--- src/sv/idq_pkg.sv ---
// shared constants, types and ring helpers for the input-restricted deque
package idq_pkg;

    // ring geometry
    localparam int DEPTH = 16;
    localparam int IDX_W = (DEPTH > 1) ? $clog2(DEPTH) : 1;
    localparam int CNT_W = $clog2(DEPTH + 1);
    localparam int CAP_W = 5;
    localparam int CMP_W = (CNT_W > CAP_W) ? CNT_W : CAP_W;
    localparam int VAL_W = 32;

    // capacity after reset
    localparam logic [CAP_W-1:0] CAP_RESET = CAP_W'(16);

    // operation codes carried on s_tuser
    typedef enum logic [2:0] {
        KIND_ENQ_REAR   = 3'd0,
        KIND_DEQ_FRONT  = 3'd1,
        KIND_DEQ_REAR   = 3'd2,
        KIND_PEEK_FRONT = 3'd3,
        KIND_PEEK_REAR  = 3'd4,
        KIND_SEARCH     = 3'd5
    } kind_t;

    // result status codes
    typedef enum logic [1:0] {
        ST_OK    = 2'd0,
        ST_FULL  = 2'd1,
        ST_DUP   = 2'd2,
        ST_EMPTY = 2'd3
    } status_t;

    // request from the sequencer to the entry store
    typedef struct packed {
        logic             wr_en;
        logic [IDX_W-1:0] wr_addr;
        logic [VAL_W-1:0] wr_data;
        logic             rd_en;
        logic [IDX_W-1:0] rd_addr;
    } store_req_t;

    // next slot around the ring
    function automatic logic [IDX_W-1:0] ring_next(input logic [IDX_W-1:0] p);
        logic [IDX_W-1:0] r;
        if (p == IDX_W'(DEPTH - 1))
            r = '0;
        else
            r = p + IDX_W'(1);
        return r;
    endfunction

    // previous slot around the ring
    function automatic logic [IDX_W-1:0] ring_prev(input logic [IDX_W-1:0] p);
        logic [IDX_W-1:0] r;
        if (p == '0)
            r = IDX_W'(DEPTH - 1);
        else
            r = p - IDX_W'(1);
        return r;
    endfunction

endpackage

--- src/sv/idq_store.sv ---
// entry store: one write port and one registered read port
module idq_store
    import idq_pkg::*;
(
    input  logic             clk,
    input  store_req_t       req,
    output logic [VAL_W-1:0] rd_data
);

    logic [VAL_W-1:0] mem [DEPTH];

    // write port
    always_ff @(posedge clk)
    begin
        if (req.wr_en)
        begin
            mem[req.wr_addr] <= req.wr_data;
        end
    end

    // registered read port
    always_ff @(posedge clk)
    begin
        if (req.rd_en)
        begin
            rd_data <= mem[req.rd_addr];
        end
    end

endmodule

--- src/sv/idq_seq.sv ---
// sequencer: ring pointers, shared compare scan and result register
module idq_seq
    import idq_pkg::*;
(
    input  logic             clk,
    input  logic             rst_n,
    input  logic [CAP_W-1:0] cap,
    input  logic             s_tvalid,
    output logic             s_tready,
    input  logic [2:0]       s_kind,
    input  logic [VAL_W-1:0] s_value,
    output logic             m_tvalid,
    input  logic             m_tready,
    output logic [VAL_W-1:0] m_data,
    output logic [1:0]       m_status,
    output logic             m_found,
    output store_req_t       req,
    input  logic [VAL_W-1:0] rd_data
);

    typedef enum logic [2:0] {
        S_IDLE,
        S_SCAN,
        S_READ,
        S_LAND,
        S_DONE
    } state_t;

    state_t           state_reg, state_next;
    kind_t            kind_reg, kind_next;
    logic [VAL_W-1:0] value_reg, value_next;
    logic [IDX_W-1:0] ptr_reg, ptr_next;
    logic [CNT_W-1:0] issued_reg, issued_next;
    logic             cmp_vld_reg, cmp_vld_next;
    logic [IDX_W-1:0] head_reg, head_next;
    logic [IDX_W-1:0] tail_reg, tail_next;
    logic [CNT_W-1:0] count_reg, count_next;
    logic [VAL_W-1:0] res_data_reg, res_data_next;
    status_t          res_status_reg, res_status_next;
    logic             res_found_reg, res_found_next;
    logic             m_valid_reg, m_valid_next;
    logic [VAL_W-1:0] m_data_reg, m_data_next;
    logic [1:0]       m_status_reg, m_status_next;
    logic             m_found_reg, m_found_next;

    logic             accept;
    logic             full;
    logic             empty;
    logic             issue_more;
    logic             match;
    logic             scan_end;
    logic [CMP_W-1:0] cap_eff;
    kind_t            in_kind;

    assign s_tready = (state_reg == S_IDLE);
    assign accept   = s_tvalid && s_tready;
    assign in_kind  = kind_t'(s_kind);

    // effective capacity, clamped to the ring size
    assign cap_eff = (CMP_W'(cap) > CMP_W'(DEPTH)) ? CMP_W'(DEPTH) : CMP_W'(cap);
    assign full    = (CMP_W'(count_reg) >= cap_eff);
    assign empty   = (count_reg == '0);

    // shared compare unit and scan progress
    assign issue_more = (issued_reg != count_reg);
    assign match      = cmp_vld_reg && (rd_data == value_reg);
    assign scan_end   = match || (!issue_more && !cmp_vld_reg);

    assign m_tvalid = m_valid_reg;
    assign m_data   = m_data_reg;
    assign m_status = m_status_reg;
    assign m_found  = m_found_reg;

    // next-state and store request
    always_comb
    begin
        state_next      = state_reg;
        kind_next       = kind_reg;
        value_next      = value_reg;
        ptr_next        = ptr_reg;
        issued_next     = issued_reg;
        cmp_vld_next    = 1'b0;
        head_next       = head_reg;
        tail_next       = tail_reg;
        count_next      = count_reg;
        res_data_next   = res_data_reg;
        res_status_next = res_status_reg;
        res_found_next  = res_found_reg;
        m_valid_next    = m_valid_reg;
        m_data_next     = m_data_reg;
        m_status_next   = m_status_reg;
        m_found_next    = m_found_reg;

        req.wr_en   = 1'b0;
        req.wr_addr = tail_reg;
        req.wr_data = value_reg;
        req.rd_en   = 1'b0;
        req.rd_addr = ptr_reg;

        // output register drains independently
        if (m_valid_reg && m_tready)
        begin
            m_valid_next = 1'b0;
        end

        case (state_reg)
            S_IDLE:
            begin
                if (accept)
                begin
                    kind_next       = in_kind;
                    value_next      = s_value;
                    ptr_next        = head_reg;
                    issued_next     = '0;
                    res_data_next   = '0;
                    res_status_next = ST_OK;
                    res_found_next  = 1'b0;
                    case (in_kind)
                        KIND_ENQ_REAR:
                        begin
                            if (full)
                            begin
                                res_status_next = ST_FULL;
                                state_next      = S_DONE;
                            end
                            else
                            begin
                                state_next = S_SCAN;
                            end
                        end
                        KIND_SEARCH:
                        begin
                            state_next = S_SCAN;
                        end
                        KIND_DEQ_FRONT, KIND_DEQ_REAR, KIND_PEEK_FRONT, KIND_PEEK_REAR:
                        begin
                            if (empty)
                            begin
                                res_status_next = ST_EMPTY;
                                state_next      = S_DONE;
                            end
                            else
                            begin
                                state_next = S_READ;
                            end
                        end
                        default:
                        begin
                            state_next = S_DONE;
                        end
                    endcase
                end
            end

            // one entry read per cycle, compared the cycle after
            S_SCAN:
            begin
                if (scan_end)
                begin
                    state_next = S_DONE;
                    if (kind_reg == KIND_SEARCH)
                    begin
                        res_found_next = match;
                    end
                    else if (match)
                    begin
                        res_status_next = ST_DUP;
                    end
                    else
                    begin
                        req.wr_en  = 1'b1;
                        tail_next  = ring_next(tail_reg);
                        count_next = count_reg + CNT_W'(1);
                    end
                end
                else if (issue_more)
                begin
                    req.rd_en    = 1'b1;
                    ptr_next     = ring_next(ptr_reg);
                    issued_next  = issued_reg + CNT_W'(1);
                    cmp_vld_next = 1'b1;
                end
            end

            // single read for dequeue and peek, pointers move here
            S_READ:
            begin
                req.rd_en  = 1'b1;
                state_next = S_LAND;
                case (kind_reg)
                    KIND_DEQ_FRONT:
                    begin
                        req.rd_addr = head_reg;
                        head_next   = ring_next(head_reg);
                        count_next  = count_reg - CNT_W'(1);
                    end
                    KIND_PEEK_FRONT:
                    begin
                        req.rd_addr = head_reg;
                    end
                    KIND_DEQ_REAR:
                    begin
                        req.rd_addr = ring_prev(tail_reg);
                        tail_next   = ring_prev(tail_reg);
                        count_next  = count_reg - CNT_W'(1);
                    end
                    default:
                    begin
                        req.rd_addr = ring_prev(tail_reg);
                    end
                endcase
            end

            S_LAND:
            begin
                res_data_next = rd_data;
                state_next    = S_DONE;
            end

            // hand the result to the output register once it is free
            S_DONE:
            begin
                if (!m_valid_reg || m_tready)
                begin
                    m_valid_next  = 1'b1;
                    m_data_next   = res_data_reg;
                    m_status_next = res_status_reg;
                    m_found_next  = res_found_reg;
                    state_next    = S_IDLE;
                end
            end

            default:
            begin
                state_next = S_IDLE;
            end
        endcase
    end

    // state and registered outputs
    always_ff @(posedge clk or negedge rst_n)
    begin
        if (!rst_n)
        begin
            state_reg      <= S_IDLE;
            kind_reg       <= KIND_ENQ_REAR;
            value_reg      <= '0;
            ptr_reg        <= '0;
            issued_reg     <= '0;
            cmp_vld_reg    <= 1'b0;
            head_reg       <= '0;
            tail_reg       <= '0;
            count_reg      <= '0;
            res_data_reg   <= '0;
            res_status_reg <= ST_OK;
            res_found_reg  <= 1'b0;
            m_valid_reg    <= 1'b0;
            m_data_reg     <= '0;
            m_status_reg   <= '0;
            m_found_reg    <= 1'b0;
        end
        else
        begin
            state_reg      <= state_next;
            kind_reg       <= kind_next;
            value_reg      <= value_next;
            ptr_reg        <= ptr_next;
            issued_reg     <= issued_next;
            cmp_vld_reg    <= cmp_vld_next;
            head_reg       <= head_next;
            tail_reg       <= tail_next;
            count_reg      <= count_next;
            res_data_reg   <= res_data_next;
            res_status_reg <= res_status_next;
            res_found_reg  <= res_found_next;
            m_valid_reg    <= m_valid_next;
            m_data_reg     <= m_data_next;
            m_status_reg   <= m_status_next;
            m_found_reg    <= m_found_next;
        end
    end

endmodule

--- src/sv/input_restricted_deque_unit.sv ---
// Input-restricted deque: enqueue at rear, dequeue or peek at either end, search.
// Enqueue and search scan the stored entries for the value, one after another,
// using the single compare unit that checks one stored entry per cycle.
// Dequeue and peek make one registered store read; full, empty and unused kinds do no access.
// One item at a time: the next transfer is taken the cycle after the result is loaded.
// Reset (rst_n low, asynchronous) empties the queue and sets the capacity to 16.
module input_restricted_deque_unit
    import idq_pkg::*;
(
    input  logic             clk,
    input  logic             rst_n,
    input  logic             cfg_we,
    input  logic [CAP_W-1:0] cfg_wdata,     // capacity_limit
    input  logic             s_tvalid,
    output logic             s_tready,
    input  logic [31:0]      s_tdata,       // [31:0] value
    input  logic [2:0]       s_tuser,       // [2:0] kind
    output logic             m_tvalid,
    input  logic             m_tready,
    output logic [31:0]      m_tdata,       // [31:0] data
    output logic [2:0]       m_tuser        // [1:0] status, [2] found
);

    logic [CAP_W-1:0] cap_reg;
    store_req_t       req;
    logic [VAL_W-1:0] rd_data;
    logic [1:0]       res_status;
    logic             res_found;

    // capacity register
    always_ff @(posedge clk or negedge rst_n)
    begin
        if (!rst_n)
        begin
            cap_reg <= CAP_RESET;
        end
        else if (cfg_we)
        begin
            cap_reg <= cfg_wdata;
        end
    end

    idq_store u_store (
        .clk     (clk),
        .req     (req),
        .rd_data (rd_data)
    );

    idq_seq u_seq (
        .clk      (clk),
        .rst_n    (rst_n),
        .cap      (cap_reg),
        .s_tvalid (s_tvalid),
        .s_tready (s_tready),
        .s_kind   (s_tuser),
        .s_value  (s_tdata),
        .m_tvalid (m_tvalid),
        .m_tready (m_tready),
        .m_data   (m_tdata),
        .m_status (res_status),
        .m_found  (res_found),
        .req      (req),
        .rd_data  (rd_data)
    );

    // pack result side-band
    assign m_tuser = {res_found, res_status};

endmodule
--- config.mk ---
export PLATFORM = sky130hd
export DESIGN_NAME = input_restricted_deque_unit
export DESIGN_NICKNAME = d
export VERILOG_FILES = /design/src/sv/idq_pkg.sv /design/src/sv/idq_store.sv /design/src/sv/idq_seq.sv /design/src/sv/input_restricted_deque_unit.sv
export SDC_FILE = /design/constraint.sdc
export NUM_CORES = 1
export LEC_CHECK = 0
export ABC_AREA = 1
export BUFFER_PORTS_ARGS = -buffer_cell sky130_fd_sc_hd__clkbuf_2
export CAP_MARGIN = 5
export CORE_MARGIN = 1.5
export CORE_UTILIZATION = 67
export DETAILED_ROUTE_END_ITERATION = 8
export HOLD_SLACK_MARGIN = 0.1
export PLACE_DENSITY = 0.87
export SLEW_MARGIN = 40
export SYNTH_ARGS = -nofsm -noshare
export SYNTH_HDL_FRONTEND = slang
export SYNTH_SLANG_ARGS = --single-unit
--- constraint.sdc ---
create_clock -name clk -period 8 [get_ports clk]
set_input_delay 0.8 -clock clk [delete_from_list [all_inputs] [get_ports clk]]
set_output_delay 0.8 -clock clk [all_outputs]
set_load 0.01 [all_outputs]
## After elaboration in Yosys (flattened, before gate mapping)

Memory sizes are Yosys's and may differ from the RTL's. A register that Yosys moved wholly into a read port is not among the register bits.
Index checks and enable logic that the tools add are counted.
W data, S select, Z words.

- Reductions and logical operators: 29
- Equal/unequal tests: 29
- Magnitude comparators: 2
- Muxes and demuxes: 59
- Add/sub/neg operators: 7

Operator list:

| operator | number |
|---|---|
| $pmux W32 S2 | 1 |
| $mux W4 | 13 |
| $mux W5 | 8 |
| $eq A32 B32 Y1 | 1 |
| $mux W32 | 1 |
| $pmux W5 S2 | 2 |
| $eq A3 B2 Y1 const B | 6 |
| $mux W1 | 16 |
| $pmux W4 S2 | 2 |
| $mux W3 | 5 |
| $pmux W3 S5 | 1 |
| $reduce_and A5 Y1 | 3 |
| $add A4 B1 Y4 const B | 3 |
| $eq A3 B3 Y1 const B | 4 |
| $eq A4 B4 Y1 const B | 3 |
| $ne A2 B2 Y1 const B | 6 |
| $add A5 B1 Y5 const B | 2 |
| $mux W2 | 5 |
| $ne A2 B1 Y1 const B | 5 |
| $eq A3 B1 Y1 const B | 3 |
| $pmux W3 S3 | 1 |
| $pmux W2 S2 | 2 |
| $reduce_and A2 Y1 | 4 |
| $reduce_and A4 Y1 | 2 |
| 16 further kinds | 27 |

- Bits in registers: 137
- Word-level logic and storage cells: 144
- RAM bits: 512
- Memories: 1
- Input bits: 45

Memory list:

| name | words | bits a word | read ports | clocked after Yosys merged registers in | wr ports | line | source |
|---|---|---|---|---|---|---|---|
| u_store.mem | 16 | 32 | 1 | 1 | 1 | idq_store.sv:10 | `logic [VAL_W-1:0] mem [DEPTH];` |

## Longest topological paths before layout

Gate-level depths: netlist (run 1).

- Depth in word-level cells: 8
- Mapped depth: 16
- Mapped depth without buffers: 16

## Cells and area by module

A second synthesis (run 1) with hierarchy kept.

- Cells, all modules: 3000
- Area, all modules: 30046.3 sq um

By module, submodules not included:

| module | area each (sq um) | seq. area each (sq um) | times used | cells each |
|---|---|---|---|---|
| idq_store | 23058.4 | 16335.7 | 1 | 2120 |
| idq_seq | 6794.0 | 3303.2 | 1 | 858 |
| input_restricted_deque_unit | 193.9 | 126.4 | 1 | 22 |

## Least setup slack after synthesis (run 1)

OpenSTA, ideal clock, no wires.

- Kind: reg2reg
- From: register u_seq.value_reg[31]
- To: memory u_store.mem[15][0] (enable)
- Path slack: 3356 ps
- Cell stages (with the launch flop): 11
- Setup time: 502 ps
- Period minus slack after synthesis: 4644 ps
- Buffers on the path: 0
- Data arrival time: 4143 ps
- Cell sequence: dfrtp_1 -> inv_1 -> nor2_1 -> nor2_1 -> nand2_1 -> nor2_1 -> nand2_1 -> nor2_1 -> nand3_1 -> nand2_1 -> nor4_1

- Cells in the longest elaborated chain, start to end: 8
- Elaborated cells on any way between the ends: 9
- Classes of those cells: eq/ne: 1; mux: 6; reduce/logical: 2

Ends and longest elaborated chain:

| element | line | source |
|---|---|---|
| from (decl) | idq_seq.sv:31 | `logic [VAL_W-1:0] value_reg, value_next;` |
| from (signal assigned) | idq_seq.sv:266 | `value_reg <= value_next;` |
| $eq A32 B32 Y1 (*) | idq_seq.sv:66 | `assign match = cmp_vld_reg && (rd_data == value_reg);` |
| $logic_and A1 B1 Y1 (*) | idq_seq.sv:66 |  |
| $mux W1 | idq_seq.sv:165 | `else if (match)` |
| $mux W1 | idq_seq.sv:161 | `if (kind_reg == KIND_SEARCH)` |
| $mux W1 (*) | idq_seq.sv:158 | `if (scan_end)` |
| $mux W1 (*) | idq_seq.sv:106 | `case (state_reg)` |
| $mux W1 (*) | idq_store.sv:15 | `if (req.wr_en)` |
| $mux W1 (implied by the code) (*) | idq_store.sv:17 | `mem[req.wr_addr] <= req.wr_data;` |
| to (decl) | idq_store.sv:10 |  |

Every way passes the cells marked *; elsewhere a longest branch is shown, timed or not.

## Final worst setup path (run 1)

- From: register u_seq.state_reg[1]
- To: register u_store.rd_data[3], read port of u_store.mem (data pin)

- Cells in the longest elaborated chain, start to end: 2
- Elaborated cells on any way between the ends: 4
- Classes of those cells: eq/ne: 2; mux: 2

Ends and longest elaborated chain:

| element | line | source |
|---|---|---|
| from (decl) | idq_seq.sv:29 | `state_t state_reg, state_next;` |
| from (signal assigned) | idq_seq.sv:264 | `state_reg <= state_next;` |
| $eq A3 B2 Y1 or $eq A3 B1 Y1 (tied branches) | idq_seq.sv:106 |  |
| $pmux W1 S2 or $mux W4 (tied branches) | idq_seq.sv:106 |  |
| to (decl) | idq_store.sv:7 | `output logic [VAL_W-1:0] rd_data` |

Several ways; a longest one is shown, not always the timed one.
A chain may end at the register's enable or synchronous reset.

==> results of run 1 <==
[logic make-up after synthesis]
group,count (synthesis)
xor gates and xnor gates,24
buffers and inverters,504
muxes,5
DFF,681
and+or+nand+nor,939
adders and majority gates,17
AOI/OAI and AO/OA,369
[metrics by stage]
| stage | hold WS [ns] | cell area (µm²) | worst slack [ns] |
|---|---|---|---|
| floorplan | 0.4380 | 28960 | 3.356 |
| global placement | 0.4566 | 29560 | 3.692 |
| detailed placement | 0.4677 | 30270 | 3.575 |
| CTS | 0.2229 | 32470 | 3.589 |
| global route | 0.2622 | 32480 | 3.296 |
| finish | 0.2129 | 32480 | 3.420 |
[worst max path at each step]
stage                         from                  end  slack [ns]  cells past startpoint
2_1_floorplan  u_seq.value_reg[31]   u_store.mem[15][0]        3.36                     10
3_3_place_gp    u_seq.state_reg[1]   u_store.rd_data[3]        3.69                     11
5_1_grt         u_seq.state_reg[1]   u_store.rd_data[3]        3.30                     11
4_1_cts         u_seq.state_reg[1]   u_store.rd_data[3]        3.59                     11
3_5_place_dp    u_seq.state_reg[2]  u_store.mem[13][25]        3.58                      8
6_report        u_seq.state_reg[1]   u_store.rd_data[3]        3.42                     11
[cell usage in the layout (no fill, tap or decap), drive strengths merged, types with 2 or more instances in the layout]
master / count
nand2: 635
edfxtp: 544
inv: 373
nand3: 229
o211ai: 226
clkbuf: 177
dfrtp: 136
o21ai: 98
nor2: 51
buf: 46
o22ai: 24
a21oi: 17
clkinv: 17
ha: 16
xor2: 13
xnor2: 11
nor3: 10
mux2: 5
nand3b: 4
nand4: 4
bufinv: 4
or2: 3
and2: 2
[layer usage]
layer	share of wire	vias to the layer above	track usage
li1	-	8811	-
met1	0.34	9731	0.4353
met2	0.48	1781	0.5620
met3	0.13	358	0.07612
met4	0.054	0	0.1921
met5	0	-	0
[area by class of cell]
class	count	share of cell area
flip-flops and latches	681	0.6085
repair buffers	126	0.03806
clock buffers	97	0.06110
inverters	371	0.04295
multi-input cells	1354	0.2204
clock inverters	24	0.006703
well taps	577	0.02223
[where the power goes]
group	total, mW	internal [mW]	switching [mW]
Clock	3.17	1.85	1.32
Sequential	5.30	4.66	0.638
Combinational	4.01	1.16	2.86
[worst register-to-register path: stages (launching register included)]
cell      delay [ns]
dfrtp_1         0.59
inv_1           0.16
nor3_4          0.58
inv_2           0.26
nand2_1         0.23
nand2_8         0.30
inv_4           0.83
buf_4           0.72
o211ai_1        0.30
nand3_1         0.15
nand3_1         0.17
nand2_1         0.14
==> flow_metrics.env, run 1 <==
export IMPL_top_register="u_store.mem"
export IMPL_power_per_cell_area_nw_per_um2=384.5
export IMPL_initial_core_util=0.6843
export IMPL_clk_path_buf_depth=3
export IMPL_drive_gt1_frac=0.1101
export IMPL_portBuffers=81
export IMPL_yosys_area_share_simple=0.1347
export IMPL_r2r_start="u_seq.state_reg[1]"
export IMPL_critPathLaunchType="flop"
export IMPL_syn_inst=2539
export IMPL_dp_cells=3109
export IMPL_largest_reg_flops=512
export IMPL_hpwlAfterDp_mm=43.04
export IMPL_area_growth_pct=12.14
export IMPL_regArea_um2=19770
export IMPL_viasPerCell=6.403
export IMPL_yosysMostFrequentCell="nand2_1"
export IMPL_postRouteAntennaNets=0
export IMPL_postSynthNetCount=2601
export IMPL_path_buf_inv=4
export IMPL_yosysSeqAreaShare=0.6824
export IMPL_synthAdderAreaFrac=0.007603
export IMPL_cts_hold_buf=0
export IMPL_post_cts_buffers=0
export IMPL_antenna_found_initial=1
export IMPL_ios=82
export IMPL_max_stage_delay_ns=0.77
export IMPL_overflow=0
export IMPL_htreeDepth=3
export IMPL_final_cells=3230
export IMPL_fmax_ghz=0.2183
export IMPL_cp_cell_sequence="inv_1, nor3_4, inv_2, nand2_1, nand2_8, inv_4, buf_4, o211ai_1, nand3_1, nand3_1, nand2_1"
export IMPL_grt_max_degree=137
export IMPL_finalPower_mw=12.49
export IMPL_finalHoldViolations=0
export IMPL_p_leak_nw=12.90
export IMPL_cts_sinks=681
export IMPL_dr_pass1_iters=6
export IMPL_slew_limit_headroom=0.4338
export IMPL_async_flop_share=0.2012
export IMPL_syn_avg_cell_area_um2=11.41
export IMPL_cts_resized=0
export IMPL_post_route_period_util=0.5725
export IMPL_coreArea_um2=42320
export IMPL_outcome="completed"
export IMPL_synth_area_leaders="edfxtp_1, dfrtp_1, nand2_1"
export IMPL_synth_cell_type_count=40
export IMPL_grt_pass1_wl_mm=115.1
export IMPL_r2r_slack_ns=3.42
export IMPL_grt_pass1_vias=20650
export IMPL_fillerInstances=2245
export IMPL_synth_top_family_by_area="simple AND/OR/NAND/NOR gates"
export IMPL_crit_fanout=69
export IMPL_cts_buffers=66
export IMPL_die_h_um=210.9
export IMPL_tns_ns=0
export IMPL_insertion_delay_ns=0.60
export IMPL_rsz0062_at_grt="no"
export IMPL_globalplace_congestion=0.9042
export IMPL_hold_path_class="primary input to async pin"
export IMPL_r2r_end="u_store.rd_data[3]"
export IMPL_root_buffer="clkbuf_16"
export IMPL_die_area_um2=44490
export IMPL_fin_util=0.7675
export IMPL_synth_area_um2=28960
export IMPL_critPathCaptureType="flop"
export IMPL_nNetsFinal=2662
export IMPL_synth_mux_area_frac=0.001944
export IMPL_worstPathRequired_ns=8.45
export IMPL_slowest_stage="inv_4"
export IMPL_cts_tree="built"
export IMPL_synth_top_area_frac=0.5640
export IMPL_multi_input_area_um2=7159
export IMPL_setup_viol=0
export IMPL_drv_cap=0
export IMPL_num_vias=20680
export IMPL_grtUsageTotal=0.3455
export IMPL_crit_arrival_ns=5.03
export IMPL_initialDrtViolationCount=3310
export IMPL_synthTopCellsByCount="nand2_1, edfxtp_1, inv_1, nand3_1, o211ai_1"
export IMPL_ff2ff_path_depth=11
export IMPL_routedWlPerCell_um=23.28
export IMPL_path_clk_slew_ns=0.06
export IMPL_fin_worst_skew_ns=0.02416
export IMPL_synth_edf_count=544
export IMPL_synth_compound_area_share=0.08947
export IMPL_diodes=0
export IMPL_rows=75
export IMPL_max_slew_worst_pin_slew_ns=0.8493
export IMPL_dominantRegCellSynth="edfxtp_1"
export IMPL_min_period_ns=4.580
export IMPL_synth_xor_area_share=0.007258
export IMPL_ir_worst_vdd_mv=0.2637
export IMPL_drc=0
export IMPL_synth_top_area_cell="edfxtp_1"
export IMPL_worstSetupPathType="flop to flop"
export IMPL_synth_seq_cells=681
export IMPL_ys_warnings_count=0
export IMPL_crit_family="buffers and inverters"
export IMPL_wl_mm=75.21
export IMPL_drv_slew=0
export IMPL_die_w_um=210.9
Note: power is estimated with default switching activity, not from simulation.
==> run 2, diff against run 1 <==
--- a/config.mk
+++ b/config.mk
@@ -9,10 +9,10 @@
 export BUFFER_PORTS_ARGS = -buffer_cell sky130_fd_sc_hd__clkbuf_2
 export CAP_MARGIN = 5
 export CORE_MARGIN = 1.5
-export CORE_UTILIZATION = 67
+export CORE_UTILIZATION = 56
 export DETAILED_ROUTE_END_ITERATION = 8
 export HOLD_SLACK_MARGIN = 0.1
-export PLACE_DENSITY = 0.87
+export PLACE_DENSITY = 0.78
 export SLEW_MARGIN = 40
 export SYNTH_ARGS = -nofsm -noshare
 export SYNTH_HDL_FRONTEND = slang
==> constraint.sdc (replaced) <==
create_clock -name clk -period 4.1 [get_ports clk]
set_input_delay 0.41 -clock clk [delete_from_list [all_inputs] [get_ports clk]]
set_output_delay 0.41 -clock clk [all_outputs]
set_load 0.01 [all_outputs]
==> run 2 against run 1 <==
  * Worst setup slack got worse by 2.7 ns
  * Fmax rose by 36%
  * Largest power group unchanged
  * Highest routed layer unchanged
  * Clock-buffer cell count is 3 higher
==> flow_metrics.env, run 2 (synthesized netlist as in run 1, its figures left out) <==
export IMPL_outcome="completed"
export IMPL_htreeDepth=3
export IMPL_fmax_ghz=0.2970
export IMPL_setup_viol=0
export IMPL_p_leak_nw=13.05
export IMPL_tns_ns=0
export IMPL_cts_tree="built"
export IMPL_globalplace_congestion=0.8736
export IMPL_r2r_slack_ns=0.73
export IMPL_max_slew_worst_pin_slew_ns=0.9226
export IMPL_portBuffers=81
export IMPL_r2r_end="u_store.mem[14][13]"
export IMPL_initial_core_util=0.5657
export IMPL_hold_path_class="primary input to flop"
export IMPL_min_period_ns=3.367
export IMPL_layout_commonest_cell="nand2_1"
export IMPL_drv_slew=0
export IMPL_finalPower_mw=24.08
export IMPL_min_path_cells=3
export IMPL_grt_max_degree=79
export IMPL_area_growth_pct=13.32
export IMPL_antenna_found_initial=1
export IMPL_critPathCaptureType="flop"
export IMPL_path_clk_slew_ns=0.06
export IMPL_insertion_delay_ns=0.62
export IMPL_hpwlAfterDp_mm=41.66
export IMPL_root_buffer="clkbuf_16"
export IMPL_power_per_cell_area_nw_per_um2=733.7
export IMPL_ir_worst_vdd_mv=0.4564
export IMPL_crit_fanout=25
export IMPL_grt_pass1_wl_mm=111.0
export IMPL_slew_limit_headroom=0.3843
export IMPL_final_cell_mix="nand2_1, edfxtp_1, inv_1, nand3_1, o211ai_1"
export IMPL_dr_pass1_iters=6
export IMPL_cts_resized=0
export IMPL_post_cts_buffers=0
export IMPL_coreArea_um2=51200
export IMPL_rows=83
export IMPL_overflow=0
export IMPL_viasPerCell=5.815
export IMPL_routedWlPerCell_um=21.23
export IMPL_post_route_period_util=0.8211
export IMPL_top_register="u_store.mem"
export IMPL_num_vias=19780
export IMPL_clk_path_buf_depth=3
export IMPL_ff2ff_path_depth=8
export IMPL_diodes=0
export IMPL_rsz0062_at_grt="no"
export IMPL_hp_start="s_tdata[7]"
export IMPL_crit_arrival_ns=3.66
export IMPL_grtUsageTotal=0.2758
export IMPL_critPathLaunchType="flop"
export IMPL_initialDrtViolationCount=2448
export IMPL_die_area_um2=53090
export IMPL_drive_gt1_frac=0.1150
export IMPL_largest_reg_flops=512
export IMPL_postRouteAntennaNets=0
export IMPL_hold_ws_ns=0.1209
export IMPL_cts_buffers=68
export IMPL_nNetsFinal=2728
export IMPL_worstSetupPathType="flop to flop"
export IMPL_worstHoldEndpoint="u_seq.value_reg[7]"
export IMPL_die_h_um=230.4
export IMPL_cts_sinks=681
export IMPL_drv_cap=0
export IMPL_die_w_um=230.4
export IMPL_grt_pass1_vias=19580
export IMPL_fillerInstances=3553
export IMPL_wl_mm=72.22
export IMPL_ios=82
export IMPL_finalHoldViolations=0
export IMPL_drc=0
export IMPL_worstPathRequired_ns=4.39
export IMPL_r2r_start="u_seq.state_reg[1]"
export IMPL_fin_worst_skew_ns=0.02445
[run 2: cell count changes in the layout (fill, tap and decap cells not counted), sizes merged]
cell / change
dlygate4sd3: +40
buf: +24
bufinv: -4
inv: +4
clkbuf: +3
clkinv: +2
[run 2: area by class of cell]
class	instances	area (µm²)	area share
timing repair buffer	190	1554	0.04735
inverter	371	1395	0.04251
clock buffer	100	1913	0.05829
clock inverter	26	201.4	0.006138
tap	680	850.8	0.02592
sequential	681	19770	0.6022
multi-input combinational	1354	7142	0.2176
[run 2: repair_timing]
| action | 4_1_cts | 5_1_grt |
|---|---|---|
| hold buffers | 40 | 0 |
| endpoints found under the hold margin | 128 | 0 |
| setup endpoints to repair | 0 | 0 |
[run 2: how the worst max path moves through the flow]
stage,start,endpoint,slack [ns],cells after the start
after floorplan,u_seq.value_reg[31],u_store.mem[0][0],0.79,12
after global placement,u_seq.state_reg[1],u_store.mem[14][8],0.89,8
after detailed placement,u_seq.state_reg[1],u_store.mem[14][7],0.84,8
after CTS,u_seq.value_reg[8],u_store.mem[14][11],0.79,13
after global routing,u_seq.value_reg[8],u_store.mem[14][7],0.49,13
final,u_seq.state_reg[1],u_store.mem[14][13],0.73,8
[run 2: power by group]
group          internal (mW)  switching (mW)
Sequential              9.09           0.964
Combinational           2.53            5.57
Clock                   3.29            2.63
[run 2: metrics by stage]
| step | util | setup slack (ns) | area (µm²) | instances |
|---|---|---|---|---|
| 6_report | 0.6411 | 0.7334 | 32820 | 3402 |
| 3_3_place_gp | 0.5913 | 0.8943 | 30280 | 3235 |
| 2_1_floorplan | - | 0.7948 | 28970 | 2539 |
| 5_1_grt | 0.6411 | 0.4906 | 32820 | 3402 |
| 4_1_cts | 0.6411 | 0.7887 | 32820 | 3402 |
| 3_5_place_dp | 0.5920 | 0.8426 | 30310 | 3236 |
[run 2: routing by layer]
layer  vias to the layer above  GRT usage  part of all wire
li1                       8926          -                 -
met2                      1135     0.4346              0.47
met1                      9532     0.3822              0.39
met4                         0     0.1025             0.032
met5                         -          0                 0
met3                       190    0.05571              0.10
[run 2: critical path: stages (launching register included)]
cell     delay, ns
dfrtp_1       0.54
inv_1         0.19
nand2_1       0.22
inv_1         0.42
nand2_1       0.24
nor3_1        0.36
nand2_1       0.35
nor2_4        0.41
buf_12        0.30
